File: src/rtl/rbd_pkg.sv
// ----------------------------------------------------------------------------
// rbd_pkg: shared types and constants for the run-length block decoder
// Command beat passed from the front (framing) to the back (decode) and the
// counter saturation helper used on both sides.
// ----------------------------------------------------------------------------
package rbd_pkg;

   localparam int unsigned COUNT_BITS_DEFAULT = 16;
   localparam int unsigned QUEUE_DEPTH        = 2;
   localparam int unsigned HDR_SHIFT          = 8;
   localparam logic [7:0]  RUN_MASK           = 8'd127;
   localparam logic [15:0] OUT_LENGTH_RESET   = 16'd768;

   typedef enum logic {
      CMD_HEADER,
      CMD_BODY
   } cmd_kind_type;

   typedef struct packed {
      cmd_kind_type kind;
      logic [7:0]   data;
      logic         last;
   } cmd_type;

   // clamp a value to the largest count that fits in bits
   function automatic logic [31:0] sat_count(input logic [31:0] v, input int unsigned bits);
      logic [63:0] max_wide;
      logic [31:0] max_val;
      max_wide = (64'd1 << bits) - 64'd1;
      max_val  = max_wide[31:0];
      return (v > max_val) ? max_val : v;
   endfunction

endpackage

File: src/rtl/rbd_if.sv
// ----------------------------------------------------------------------------
// rbd_if: valid/ready channels of the run-length block decoder
// Request channel carries one compressed byte, response channel one run.
// ----------------------------------------------------------------------------
interface rbd_req_if;
   logic       valid;
   logic       ready;
   logic [7:0] in_byte;

   modport source (output valid, output in_byte, input ready);
   modport sink   (input valid, input in_byte, output ready);
endinterface

interface rbd_rsp_if;
   logic       valid;
   logic       ready;
   logic [7:0] value;
   logic [6:0] run;
   logic       decode_done;
   logic       block_end;

   modport source (output valid, output value, output run, output decode_done,
                   output block_end, input ready);
   modport sink   (input valid, input value, input run, input decode_done,
                   input block_end, output ready);
endinterface

File: src/rtl/rbd_front.sv
// ----------------------------------------------------------------------------
// rbd_front: block framing
// Parses the little-endian body length, counts body bytes and tags each beat
// as header or body, marking the last byte of the body.
// ----------------------------------------------------------------------------
module rbd_front #(
   parameter int unsigned COUNT_BITS = rbd_pkg::COUNT_BITS_DEFAULT
) (
   input  logic             clock,
   input  logic             reset,
   rbd_req_if.sink          req_chan,
   input  logic             q_full,
   output logic             q_push,
   output rbd_pkg::cmd_type q_cmd
);
   import rbd_pkg::*;

   typedef enum logic [1:0] {
      F_HDR_LO,
      F_HDR_HI,
      F_BODY
   } front_state_type;

   front_state_type       state_ff, state_in;
   logic [7:0]            len_lo_ff, len_lo_in;
   logic [COUNT_BITS-1:0] body_left_ff, body_left_in;
   logic [31:0]           len_sat;
   logic [COUNT_BITS-1:0] body_len;
   logic                  accept;

   assign req_chan.ready = !q_full;
   assign accept         = req_chan.valid && !q_full;

   assign len_sat  = sat_count(32'({req_chan.in_byte, len_lo_ff}), COUNT_BITS);
   assign body_len = len_sat[COUNT_BITS-1:0];

   always_comb begin
      state_in     = state_ff;
      len_lo_in    = len_lo_ff;
      body_left_in = body_left_ff;
      q_push       = 1'b0;
      q_cmd.kind   = CMD_BODY;
      q_cmd.data   = req_chan.in_byte;
      q_cmd.last   = 1'b0;
      if (accept) begin
         unique case (state_ff)
            F_HDR_LO: begin
               len_lo_in = req_chan.in_byte;
               state_in  = F_HDR_HI;
            end
            F_HDR_HI: begin
               q_push       = 1'b1;
               q_cmd.kind   = CMD_HEADER;
               q_cmd.last   = (body_len == '0);
               body_left_in = body_len;
               state_in     = (body_len == '0) ? F_HDR_LO : F_BODY;
            end
            F_BODY: begin
               q_push     = 1'b1;
               q_cmd.last = (body_left_ff <= COUNT_BITS'(1));
               if (body_left_ff != '0) begin
                  body_left_in = body_left_ff - COUNT_BITS'(1);
               end
               if (body_left_ff <= COUNT_BITS'(1)) begin
                  state_in = F_HDR_LO;
               end
            end
            default: begin
               state_in = F_HDR_LO;
            end
         endcase
      end
   end

   always_ff @(posedge clock) begin
      if (reset) begin
         state_ff     <= F_HDR_LO;
         body_left_ff <= '0;
      end else begin
         state_ff     <= state_in;
         body_left_ff <= body_left_in;
      end
      len_lo_ff <= len_lo_in;
   end

endmodule

File: src/rtl/rbd_queue.sv
// ----------------------------------------------------------------------------
// rbd_queue: command queue
// Small first-in first-out buffer between framing and decode.
// ----------------------------------------------------------------------------
module rbd_queue #(
   parameter int unsigned DEPTH = rbd_pkg::QUEUE_DEPTH
) (
   input  logic             clock,
   input  logic             reset,
   input  logic             push,
   input  rbd_pkg::cmd_type push_cmd,
   input  logic             pop,
   output logic             full,
   output logic             not_empty,
   output rbd_pkg::cmd_type head_cmd
);
   import rbd_pkg::*;

   localparam int unsigned PTR_BITS = (DEPTH > 1) ? $clog2(DEPTH) : 1;
   localparam int unsigned CNT_BITS = $clog2(DEPTH + 1);

   cmd_type             entry_ff [DEPTH];
   logic [PTR_BITS-1:0] wr_ptr_ff, wr_ptr_in;
   logic [PTR_BITS-1:0] rd_ptr_ff, rd_ptr_in;
   logic [CNT_BITS-1:0] count_ff, count_in;
   logic                do_push, do_pop;

   assign full      = (count_ff == CNT_BITS'(DEPTH));
   assign not_empty = (count_ff != '0);
   assign head_cmd  = entry_ff[rd_ptr_ff];
   assign do_push   = push && !full;
   assign do_pop    = pop && not_empty;

   always_comb begin
      wr_ptr_in = wr_ptr_ff;
      rd_ptr_in = rd_ptr_ff;
      count_in  = count_ff;
      if (do_push) begin
         wr_ptr_in = (wr_ptr_ff == PTR_BITS'(DEPTH - 1)) ? '0 : wr_ptr_ff + PTR_BITS'(1);
      end
      if (do_pop) begin
         rd_ptr_in = (rd_ptr_ff == PTR_BITS'(DEPTH - 1)) ? '0 : rd_ptr_ff + PTR_BITS'(1);
      end
      if (do_push && !do_pop) begin
         count_in = count_ff + CNT_BITS'(1);
      end else if (do_pop && !do_push) begin
         count_in = count_ff - CNT_BITS'(1);
      end
   end

   always_ff @(posedge clock) begin
      if (reset) begin
         wr_ptr_ff <= '0;
         rd_ptr_ff <= '0;
         count_ff  <= '0;
      end else begin
         wr_ptr_ff <= wr_ptr_in;
         rd_ptr_ff <= rd_ptr_in;
         count_ff  <= count_in;
      end
      if (do_push) begin
         entry_ff[wr_ptr_ff] <= push_cmd;
      end
   end

endmodule

File: src/rtl/rbd_back.sv
// ----------------------------------------------------------------------------
// rbd_back: run decoder
// Executes control, repeat and literal bytes, clips runs to the output
// length and holds the response beat in an output register.
// ----------------------------------------------------------------------------
module rbd_back #(
   parameter int unsigned COUNT_BITS = rbd_pkg::COUNT_BITS_DEFAULT
) (
   input  logic             clock,
   input  logic             reset,
   input  logic [15:0]      out_length,
   input  logic             q_not_empty,
   input  rbd_pkg::cmd_type q_head,
   output logic             q_pop,
   rbd_rsp_if.source        rsp_chan
);
   import rbd_pkg::*;

   typedef enum logic [1:0] {
      B_CTRL,
      B_REPEAT,
      B_LITERAL,
      B_SKIP
   } back_state_type;

   back_state_type        state_ff, state_in;
   logic [COUNT_BITS-1:0] produced_ff, produced_in;
   logic [6:0]            literal_left_ff, literal_left_in;
   logic [6:0]            repeat_count_ff, repeat_count_in;

   logic                  rsp_valid_ff, rsp_valid_in;
   logic [7:0]            value_ff, value_in;
   logic [6:0]            run_ff, run_in;
   logic                  done_ff, done_in;
   logic                  end_ff, end_in;

   logic [31:0]           olen_sat;
   logic [COUNT_BITS-1:0] olen;
   logic [COUNT_BITS-1:0] rem;
   logic [COUNT_BITS-1:0] prod_sum;
   logic [6:0]            lit_next;
   logic                  advance;
   logic                  emit;

   assign olen_sat = sat_count(32'(out_length), COUNT_BITS);
   assign olen     = olen_sat[COUNT_BITS-1:0];
   assign rem      = (produced_ff < olen) ? (olen - produced_ff) : '0;

   assign advance = !rsp_valid_ff || rsp_chan.ready;
   assign q_pop   = q_not_empty && advance;

   always_comb begin
      state_in        = state_ff;
      produced_in     = produced_ff;
      literal_left_in = literal_left_ff;
      repeat_count_in = repeat_count_ff;
      value_in        = 8'd0;
      run_in          = 7'd0;
      done_in         = 1'b0;
      end_in          = 1'b0;
      prod_sum        = produced_ff;
      lit_next        = literal_left_ff;
      unique case (q_head.kind)
         CMD_HEADER: begin
            produced_in     = '0;
            literal_left_in = '0;
            repeat_count_in = '0;
            if (olen == '0) begin
               done_in  = 1'b1;
               state_in = B_SKIP;
            end else begin
               state_in = B_CTRL;
            end
         end
         CMD_BODY: begin
            unique case (state_ff)
               B_CTRL: begin
                  if (rem == '0 || q_head.data == 8'd0) begin
                     done_in = 1'b1;
                  end else if (q_head.data > RUN_MASK) begin
                     repeat_count_in = q_head.data[6:0];
                     state_in        = B_REPEAT;
                  end else begin
                     literal_left_in = q_head.data[6:0];
                     state_in        = B_LITERAL;
                  end
               end
               B_REPEAT: begin
                  // rem is below 128 whenever it is the smaller one
                  if (COUNT_BITS'(repeat_count_ff) < rem) begin
                     run_in = repeat_count_ff;
                  end else begin
                     run_in = rem[6:0];
                  end
                  if (run_in != 7'd0) begin
                     value_in = q_head.data;
                  end
                  prod_sum        = produced_ff + COUNT_BITS'(run_in);
                  produced_in     = prod_sum;
                  repeat_count_in = '0;
                  state_in        = B_CTRL;
                  if (prod_sum >= olen) begin
                     done_in = 1'b1;
                  end
               end
               B_LITERAL: begin
                  if (rem != '0) begin
                     value_in = q_head.data;
                     run_in   = 7'd1;
                     prod_sum = produced_ff + COUNT_BITS'(1);
                  end
                  produced_in = prod_sum;
                  if (literal_left_ff != '0) begin
                     lit_next = literal_left_ff - 7'd1;
                  end
                  literal_left_in = lit_next;
                  if (prod_sum >= olen) begin
                     done_in = 1'b1;
                  end else if (lit_next == '0) begin
                     state_in = B_CTRL;
                  end
               end
               B_SKIP: begin
                  state_in = B_SKIP;
               end
               default: begin
                  state_in = B_SKIP;
               end
            endcase
            if (done_in) begin
               state_in        = B_SKIP;
               literal_left_in = '0;
               repeat_count_in = '0;
            end
         end
         default: begin
            state_in = B_SKIP;
         end
      endcase
      // end of body: start the next block clean
      if (q_head.last) begin
         end_in          = 1'b1;
         state_in        = B_CTRL;
         produced_in     = '0;
         literal_left_in = '0;
         repeat_count_in = '0;
      end
   end

   assign emit = (run_in != 7'd0) || done_in || end_in;

   always_comb begin
      rsp_valid_in = rsp_valid_ff;
      if (q_pop) begin
         rsp_valid_in = emit;
      end else if (rsp_chan.ready) begin
         rsp_valid_in = 1'b0;
      end
   end

   always_ff @(posedge clock) begin
      if (reset) begin
         state_ff        <= B_CTRL;
         produced_ff     <= '0;
         literal_left_ff <= '0;
         repeat_count_ff <= '0;
         rsp_valid_ff    <= 1'b0;
      end else begin
         rsp_valid_ff <= rsp_valid_in;
         if (q_pop) begin
            state_ff        <= state_in;
            produced_ff     <= produced_in;
            literal_left_ff <= literal_left_in;
            repeat_count_ff <= repeat_count_in;
         end
      end
      if (q_pop && emit) begin
         value_ff <= value_in;
         run_ff   <= run_in;
         done_ff  <= done_in;
         end_ff   <= end_in;
      end
   end

   assign rsp_chan.valid       = rsp_valid_ff;
   assign rsp_chan.value       = value_ff;
   assign rsp_chan.run         = run_ff;
   assign rsp_chan.decode_done = done_ff;
   assign rsp_chan.block_end   = end_ff;

endmodule

File: src/rtl/rle_block_decoder.sv
// ----------------------------------------------------------------------------
// rle_block_decoder: byte-serial run-length block decoder
// Takes a compressed byte stream and returns one run descriptor per byte
// that writes output, stops decoding or ends a block.
// ----------------------------------------------------------------------------
// Usage:
//   req_chan carries one stream byte per beat: two length bytes (low first)
//   open each block, then the body. rsp_chan returns value/run pairs with
//   decode_done on the byte that stopped decoding and block_end on the last
//   body byte. Bytes that cause no response (length low byte, control
//   bytes, skipped body bytes) are taken silently.
//   csr_wr_en/csr_wr_data set the wanted output length per block; write it
//   only while the decoder is idle.
// Timing:
//   one byte per cycle sustained while responses are taken. An accepted byte
//   is written into the command queue; the decoder pops it and registers
//   its response in the output register, from which rsp_chan offers it.
// Stall:
//   a held response stops the decoder; the two-entry queue then fills and
//   req_chan.ready drops. Nothing is lost or repeated.
// Reset:
//   synchronous; the output length returns to 768 and the decoder waits
//   for a block length low byte.
// ----------------------------------------------------------------------------
module rle_block_decoder #(
   parameter int unsigned COUNT_BITS = rbd_pkg::COUNT_BITS_DEFAULT
) (
   input  logic        clock,
   input  logic        reset,
   rbd_req_if.sink     req_chan,
   rbd_rsp_if.source   rsp_chan,
   input  logic        csr_wr_en,
   input  logic [15:0] csr_wr_data
);
   import rbd_pkg::*;

   logic [15:0] out_length_ff, out_length_in;
   logic        q_push, q_pop, q_full, q_not_empty;
   cmd_type     q_cmd, q_head;

   assign out_length_in = csr_wr_en ? csr_wr_data : out_length_ff;

   always_ff @(posedge clock) begin
      if (reset) begin
         out_length_ff <= OUT_LENGTH_RESET;
      end else begin
         out_length_ff <= out_length_in;
      end
   end

   rbd_front #(.COUNT_BITS(COUNT_BITS)) u_front (
      .clock    (clock),
      .reset    (reset),
      .req_chan (req_chan),
      .q_full   (q_full),
      .q_push   (q_push),
      .q_cmd    (q_cmd)
   );

   rbd_queue #(.DEPTH(QUEUE_DEPTH)) u_queue (
      .clock     (clock),
      .reset     (reset),
      .push      (q_push),
      .push_cmd  (q_cmd),
      .pop       (q_pop),
      .full      (q_full),
      .not_empty (q_not_empty),
      .head_cmd  (q_head)
   );

   rbd_back #(.COUNT_BITS(COUNT_BITS)) u_back (
      .clock       (clock),
      .reset       (reset),
      .out_length  (out_length_ff),
      .q_not_empty (q_not_empty),
      .q_head      (q_head),
      .q_pop       (q_pop),
      .rsp_chan    (rsp_chan)
   );

   // a beat always carries data or status
   a_rsp_has_content: assert property (@(posedge clock) disable iff (reset)
      rsp_chan.valid |-> (rsp_chan.run != 7'd0 || rsp_chan.decode_done ||
                          rsp_chan.block_end))
      else $error("empty response beat");

   a_status_value_zero: assert property (@(posedge clock) disable iff (reset)
      (rsp_chan.valid && rsp_chan.run == 7'd0) |-> (rsp_chan.value == 8'd0))
      else $error("status beat with nonzero value");

   a_queue_no_overflow: assert property (@(posedge clock) disable iff (reset)
      q_push |-> !q_full)
      else $error("command queue overflow");

   a_pop_needs_entry: assert property (@(posedge clock) disable iff (reset)
      q_pop |-> q_not_empty)
      else $error("pop from empty command queue");

endmodule

File: src/flat_wrapper.sv
// flat-port wrapper written by rule: the top's interface ports become plain ports
module rle_block_decoder_flat import rbd_pkg::*;
#(
   parameter int unsigned COUNT_BITS = rbd_pkg::COUNT_BITS_DEFAULT
)
  (clock, reset, csr_wr_en, csr_wr_data, req_chan_valid, req_chan_in_byte, req_chan_ready, rsp_chan_valid, rsp_chan_value, rsp_chan_run, rsp_chan_decode_done, rsp_chan_block_end, rsp_chan_ready);
  rbd_req_if req_chan_i ();
  rbd_rsp_if rsp_chan_i ();
  input  logic clock;
  input  logic reset;
  input  logic csr_wr_en;
  input  logic [15:0] csr_wr_data;
  input wire logic [$bits(req_chan_i.valid)-1:0] req_chan_valid;
  input wire logic [$bits(req_chan_i.in_byte)-1:0] req_chan_in_byte;
  output wire logic [$bits(req_chan_i.ready)-1:0] req_chan_ready;
  output wire logic [$bits(rsp_chan_i.valid)-1:0] rsp_chan_valid;
  output wire logic [$bits(rsp_chan_i.value)-1:0] rsp_chan_value;
  output wire logic [$bits(rsp_chan_i.run)-1:0] rsp_chan_run;
  output wire logic [$bits(rsp_chan_i.decode_done)-1:0] rsp_chan_decode_done;
  output wire logic [$bits(rsp_chan_i.block_end)-1:0] rsp_chan_block_end;
  input wire logic [$bits(rsp_chan_i.ready)-1:0] rsp_chan_ready;
  assign req_chan_i.valid = req_chan_valid;
  assign req_chan_i.in_byte = req_chan_in_byte;
  assign req_chan_ready = req_chan_i.ready;
  assign rsp_chan_valid = rsp_chan_i.valid;
  assign rsp_chan_value = rsp_chan_i.value;
  assign rsp_chan_run = rsp_chan_i.run;
  assign rsp_chan_decode_done = rsp_chan_i.decode_done;
  assign rsp_chan_block_end = rsp_chan_i.block_end;
  assign rsp_chan_i.ready = rsp_chan_ready;
  rle_block_decoder #(.COUNT_BITS(COUNT_BITS)) u_core (.clock(clock), .reset(reset), .req_chan(req_chan_i), .rsp_chan(rsp_chan_i), .csr_wr_en(csr_wr_en), .csr_wr_data(csr_wr_data));
endmodule
File: config.mk
export PLATFORM = sky130hd
export DESIGN_NAME = rle_block_decoder_flat
export DESIGN_NICKNAME = d
export VERILOG_FILES = /design/src/rtl/rbd_pkg.sv /design/src/rtl/rbd_if.sv /design/src/rtl/rbd_front.sv /design/src/rtl/rbd_queue.sv /design/src/rtl/rbd_back.sv /design/src/rtl/rle_block_decoder.sv /design/src/flat_wrapper.sv
export SDC_FILE = /design/constraint.sdc
export NUM_CORES = 1
export LEC_CHECK = 0
export BUFFER_PORTS_ARGS = -buffer_cell sky130_fd_sc_hd__buf_4
export CORE_ASPECT_RATIO = 0.8
export CORE_MARGIN = 2
export CORE_UTILIZATION = 65
export CTS_CLUSTER_DIAMETER = 100
export DETAILED_ROUTE_END_ITERATION = 12
export GPL_TIMING_DRIVEN = 0
export HOLD_SLACK_MARGIN = 0.15
export PLACE_DENSITY = 0.89
export SYNTH_ARGS = -nofsm -noshare
export SYNTH_HDL_FRONTEND = slang
export SYNTH_SLANG_ARGS = --single-unit
File: constraint.sdc
create_clock -name clock -period 23.1 [get_ports clock]
set_input_delay 1.155 -clock clock [delete_from_list [all_inputs] [get_ports clock]]
set_output_delay 1.155 -clock clock [all_outputs]
set_load 0.05 [all_outputs]
# After elaboration in Yosys (flattened, before gate mapping)
# Memory sizes are Yosys's and may differ from the RTL's. A register that Yosys moved wholly into a read port is not among the register bits.
# Index checks and enable logic that the tools add are counted.
# W data, S select, Z words.
# totals
ff_bits	96
mem_bits_rw	20
wordCells	157
memories	1
# op_classes
n_addsub	9
magnitude_cmp	6
n_eq_ne	16
mux	69
bitwise_logic	1
reduce_logical	39
# mem_list
name	words	word_bits	rd	rd_ports_with_merged_regs	write_ports	line_no	text
u_core.u_queue.entry_ff	2	10	1	1	1	rbd_queue.sv:22	cmd_type entry_ff [DEPTH];
# op_table
op	n
$mux W7	15
$mux W16	6
$pmux W16 S2	3
$pmux W7 S2	5
$logic_not A16 Y1	3
$ge A16 B16 Y1	2
$reduce_bool A16 Y1	2
$ne A5 B4 Y1 const B	5
$mux W2	11
$reduce_bool A7 Y1	3
$mux W1	20
$add A16 B1 Y16 const B	1
$add A16 B7 Y16	1
$le A16 B1 Y1 const B	1
$lt A16 B16 Y1	1
$lt A7 B16 Y1	1
$mux W8	2
$pmux W8 S2	1
$sub A16 B1 Y16 const B	1
$sub A16 B16 Y16	1
$reduce_and A4 Y1	3
$ne A5 B1 Y1 const B	2
$eq A2 B2 Y1 const B	4
$gt A8 B7 Y1 const B	1
other kinds (23)	45

# Longest topological paths before layout
# logic_depth
word_depth	15
mapped_depth	40
mapped_depth_nobuf	38

# Cells and area by module
# A second synthesis with hierarchy kept.
# unflattened
cells_unflattened	964
area_unflattened_um2	8623.3
# modules_own_cells
module	instances	cells_each	area_each_um2
rbd_back	1	666	5446.5
rbd_front	1	190	1655.3
rbd_queue	1	56	938.4
rle_block_decoder	1	52	583.1

# Worst setup path after synthesis
# Ideal clock, no wire load.
# synth_timing
kind	flip-flop to flip-flop
startpoint	register u_core.u_back.produced_ff[8]
endpoint	register u_core.u_back.end_ff (netlist: u_core.u_back.rsp_chan.block_end) (enable)
arrival_ns	7.498
required_time_ns	22.699
path_slack_ns	15.201
path_stages_with_launch	37
path_cell_list	dfxtp_1 -> clkbuf_1 -> inv_1 -> ha_1 -> buf_2 -> nand4_1 -> a211oi_1 -> a211oi_1 -> o21ai_0 -> o211ai_1 -> clkbuf_1 -> nor3_1 -> inv_1 -> ha_1 -> a21oi_1 -> o21ai_0 -> a21oi_1 -> a21boi_0 -> nor2_1 -> mux2_2 -> ha_1 -> nor2b_1 -> o21ai_0 -> a21boi_0 -> o21ai_0 -> a21oi_1 -> o21ai_0 -> nor2_1 -> xnor2_1 -> ha_1 -> and3_1 -> nand3_1 -> nor4_1 -> a211oi_1 -> nor3_1 -> nor3_1 -> a31oi_1
# synth_between
elab_chain_cells	15
elab_cells_between_ends	30
cone_classes	3 x add/sub; 4 x order compare; 16 x mux; 7 x reduce/logical
# synth_lines
element	line_no	text
start, declared	rbd_back.sv:27	logic [COUNT_BITS-1:0] produced_ff, produced_in;
start signal, assigned	rbd_back.sv:172	produced_ff <= produced_in;
$sub A16 B16 Y16 or $lt A16 B16 Y1 (tied branches)	rbd_back.sv:47	assign rem = (produced_ff < olen) ? (olen - produced_ff) : '0;
$mux W16	rbd_back.sv:47	
$lt A7 B16 Y1	rbd_back.sv:90	if (COUNT_BITS'(repeat_count_ff) < rem) begin
$mux W7	rbd_back.sv:90	
$mux W7	rbd_back.sv:76	unique case (state_ff)
$mux W7	rbd_back.sv:63	unique case (q_head.kind)
$add A16 B7 Y16	rbd_back.sv:98	prod_sum = produced_ff + COUNT_BITS'(run_in);
$ge A16 B16 Y1	rbd_back.sv:102	if (prod_sum >= olen) begin
$mux W1	rbd_back.sv:102	
$pmux W1 S3	rbd_back.sv:76	
$mux W1	rbd_back.sv:63	
$pmux W1 S2	rbd_back.sv:63	
$logic_or A1 B1 Y1 (*) (2 in series)	rbd_back.sv:150	assign emit = (run_in != 7'd0) || done_in || end_in;
$logic_and A1 B1 Y1 (*)	rbd_back.sv:177	if (q_pop && emit) begin
end signal, assigned	rbd_back.sv:181	end_ff <= end_in;
end, declared	rbd_back.sv:35	logic end_ff, end_in;
# Every way passes the cells marked *; elsewhere a longest branch is shown, timed or not. The select of a mux whose other input is x is not followed.
# A chain may end at the register's enable or synchronous reset.

# Final worst setup path
# layout_timing
startpoint	register u_core.u_back.produced_ff[8]
endpoint	register u_core.u_back.value_ff[0] (netlist: u_core.u_back.rsp_chan.value[0]) (enable)
# layout_between
elab_chain_cells	15
elab_cells_between_ends	30
cone_classes	3 x add/sub; 4 x order compare; 16 x mux; 7 x reduce/logical
# layout_lines
element	line_no	text
$sub A16 B16 Y16 or $lt A16 B16 Y1 (tied branches)	rbd_back.sv:47	
$mux W16	rbd_back.sv:47	
$lt A7 B16 Y1	rbd_back.sv:90	
$mux W7	rbd_back.sv:90	
$mux W7	rbd_back.sv:76	
$mux W7	rbd_back.sv:63	
$add A16 B7 Y16	rbd_back.sv:98	
$ge A16 B16 Y1	rbd_back.sv:102	
$mux W1	rbd_back.sv:102	
$pmux W1 S3	rbd_back.sv:76	
$mux W1	rbd_back.sv:63	
$pmux W1 S2	rbd_back.sv:63	
$logic_or A1 B1 Y1 (*) (2 in series)	rbd_back.sv:150	
$logic_and A1 B1 Y1 (*)	rbd_back.sv:177	
end signal, assigned	rbd_back.sv:178	value_ff <= value_in;
end, declared	rbd_back.sv:32	logic [7:0] value_ff, value_in;
# Marked as above.

==> results by group <==
Synth
  – Number of synthesized flops with an enable pin: 45
  – Mapped Area: 0.00832 mm²
  – Part of the Yosys area used for sequential elements: 0.335
  – Ys flop type: dfxtp_1
  – Synth cell types: 71
  – Share of the synthesized area in the top cell type: 0.173
  – Ys async rst share: 0
  – Area leader, netlist: dfxtp_1
  – Synth Area per Inst: 8.56 µm²
  – Synth Instances: 972
  – #FFs+latches synth: 117
  – Ys Warns: 0
  – Mapped Nets: 1078
  – Area contributors post-synth: dfxtp_1, edfxtp_1, ha_1

Clock network
  – Worst-path clk slew: about 60 ps
  – CTS buffer count: 17
  – Clock root buffer: clkbuf_16
  – # Post-CTS Setup Buffers: 0
  – # clock sinks: approximately 120
  – H-Tree Depth: 4
  – Hold-fix buffers, CTS: 0
  – Clock buffer depth: 2
  – CTS tree: done
  – Clock latency on the worst-skew pair: 420 ps
  – Number of gates resized after cts: 0

Placement
  – IO buf count: 46
  – Post-placement cell count: 1189
  – HPWL Detailed: approximately 17 mm
  – DP Area: ~0.0089 mm²
  – GP Congestion: around 0.96

Power
  – NetSw: 0.000342 W
  – Peak supply drop: 0.0590 mV
  – Pint: 0.000506 W
  – Clk pwr share: 0.297
  – Power Dens Cells: 89.8 mW/mm²
  – Switching share of power: 0.403
  – Combinational share of power: 0.390
  – Sequential power share: 0.313
  – P_leak: 3.86 nW

STA
  – Min Tclk post-route: 9890 ps
  – Setup TNS: 0 ps
  – Skew final: 10.2 ps
  – RSZ-0062 raised after global routing: false
  – Final setup vio count: 0
  – Final Hold Fails: 0
  – Rel. slew slack: 0.183
  – Fin. max-slew vios: 0
  – Tightest Pin Transition: 1210 ps
  – Fin crit share: 0.428
  – Fmax: 101 MHz

Cells and area
  – Non-Filler Instances: 1221
  – Layout area overhead: 13.5%
  – Fin util: 0.765
  – Most frequent cells in the layout: nand2_1, nor2_1, ha_1, dfxtp_1, inv_1
  – Share of post-route cells with drive strength above 1: 0.102
  – Final-stage net count: 1143
  – Final instance area: 0.00945 mm²
  – Commonest non-fill, non-tap cell in the layout: nand2_1
  – Diode count: 0

GRT
  – Initial antenna violation count: 0
  – First-pass GRT wire length: 37.5 mm
  – GRT Total Usage: 0.348
  – Largest net degree at the start of global routing: 18
  – Grt ovf: 0
  – Vias in the first global route: ~7300

Routing
  – Vias per inst: 6.66
  – DRC: 0
  – Vias: 8132
  – Drt first pass iters: 9
  – Routed Wire Length: 23.9 mm
  – 1st-iter DRT viols: ~1300
  – Routed Antenna Nets: 0
  – Wirelength per Cell: 19.5 µm

Die
  – Die footprint: 0.0137 mm²
  – I/O pin cnt: 48
  – Starting density of the core: 0.674
  – Core area: 0.0123 mm²
  – Die Y: 105 µm
  – Rows: 36
  – Die W: 131 µm

Setup path
  – CP max stage cell: a31oi_2
  – CP Launch Type: flip-flop
  – Crit path capture type: flip-flop
  – Arrival @ worst endpoint: 9930 ps
  – CP max FO: 17
  – Critical Path RT: between 20000 and 25000 ps
  – Worst path max stage delay: 840 ps
  – CP Class: flip-flop to flip-flop
  – CP dominant cell by count: o21ai_0

Run status
  – Status: finished, final reports clean

Run
  – Max-Cap Viols: 0

Min path
  – Hold WC Path Type: flip-flop to flip-flop
## state kept, by name, indices dropped and copies added (netlist names), named ones only
register,cells
u_core.u_queue.entry_ff,20
u_core.out_length_ff,16
u_core.u_back.produced_ff,16
u_core.u_front.body_left_ff,16
u_core.u_back.rsp_chan.value,8
u_core.u_front.len_lo_ff,8
u_core.u_back.literal_left_ff,7
u_core.u_back.repeat_count_ff,7
u_core.u_back.rsp_chan.run,7
u_core.u_back.state_ff,2
u_core.u_front.state_ff,2
u_core.u_queue.count_ff,2
u_core.u_back.rsp_chan.block_end,1
u_core.u_back.rsp_chan.decode_done,1
u_core.u_back.rsp_chan.valid,1
u_core.u_queue.rd_ptr_ff,1
u_core.u_queue.wr_ptr_ff,1
## worst max-delay path: cells and delay by family (launching register included)
kind            cells  cell delay [ps]
compound gates     15             4190
xor+xnor            1              180
fa+ha+maj           4             1250
buf+inv             5             1070
flops               1              310
mux                 1              350
simple gates       10             2150
## path summary, 6_finish.rpt
kind / startpoint / endpoint / slack, ps / cells after the start
worst max-delay path: u_core.u_back.produced_ff[8] / u_core.u_back.rsp_chan.value[0] / 13210 / 36
worst min-delay path: u_core.u_back.literal_left_ff[5] / u_core.u_back.literal_left_ff[5] / 510 / 2
worst max register to register: u_core.u_back.produced_ff[8] / u_core.u_back.rsp_chan.value[0] / 13210 / 36
worst min register to register: u_core.u_back.literal_left_ff[5] / u_core.u_back.literal_left_ff[5] / 510 / 2
## Yosys cell counts (10+ instances only)
cell type  number
mux2i_1        32
a31oi_1        15
nand2b_1       11
nand4_1        15
a21oi_1        51
xor2_1         12
o21ai_0        43
inv_1          71
xnor2_1        31
edfxtp_1       45
a21o_1         20
nand3_1        21
clkbuf_1       30
nor4_1         21
dfxtp_1        72
nand2_1        93
o211ai_1       10
nor2_1         91
and3_1         11
or3_1          10
a211oi_1       15
mux2_2         12
ha_1           75
nor3_1         24
## kinds of logic after synthesis
kind of cell	count (synthesis)	synth area share
adder cells (fa/ha/maj)	77	0.118
multiplexers	45	0.0565
AND/OR/NAND/NOR	329	0.189
XOR/XNOR	43	0.0452
flip-flops	117	0.335
AO/OA/AOI/OAI	244	0.200
buffers and inverters	117	0.0562
## per-stage QoR
| stage | power (W) | setup WS, ps | hold slack (ps) |
|---|---|---|---|
| 2_1_floorplan | 0.000499 | 15200 | 464 |
| 3_3_place_gp | 0.000572 | 13460 | 486 |
| 3_5_place_dp | 0.000581 | 13570 | 492 |
| 4_1_cts | 0.000834 | 13530 | 500 |
| 5_1_grt | 0.000882 | 12470 | 549 |
| 6_report | 0.000848 | 13210 | 506 |
## layer usage
layer,track usage,vias up,wire length (µm)
met3,0.0853,108,3020
met2,0.513,549,10200
li1,-,3699,-
met5,0,-,0
met4,0.123,0,846
met1,0.496,3776,9760
## power groups by stage
| stage | Sequential (W) | Clock (W) | Combinational [W] |
|---|---|---|---|
| detailed placement | 0.000268 | 0 | 0.000313 |
| global placement | 0.000267 | 0 | 0.000305 |
| finish | 0.000265 | 0.000251 | 0.000331 |
| floorplan | 0.000292 | 0 | 0.000207 |
| CTS | 0.000264 | 0.000250 | 0.000320 |
| global route | 0.000268 | 0.000260 | 0.000354 |
## cell type report
type / count / area (µm²)
plain buffers: 43 / 190
well taps: 171 / 214
clock buffers: 17 / 425
fillers: 863 / 2900
flip-flops and latches: 117 / 2790
clock inverters: 15 / 130
inverters: 74 / 278
repair buffers: 46 / 345
multi-input cells: 738 / 5070
(Power assumes the default switching activity.)
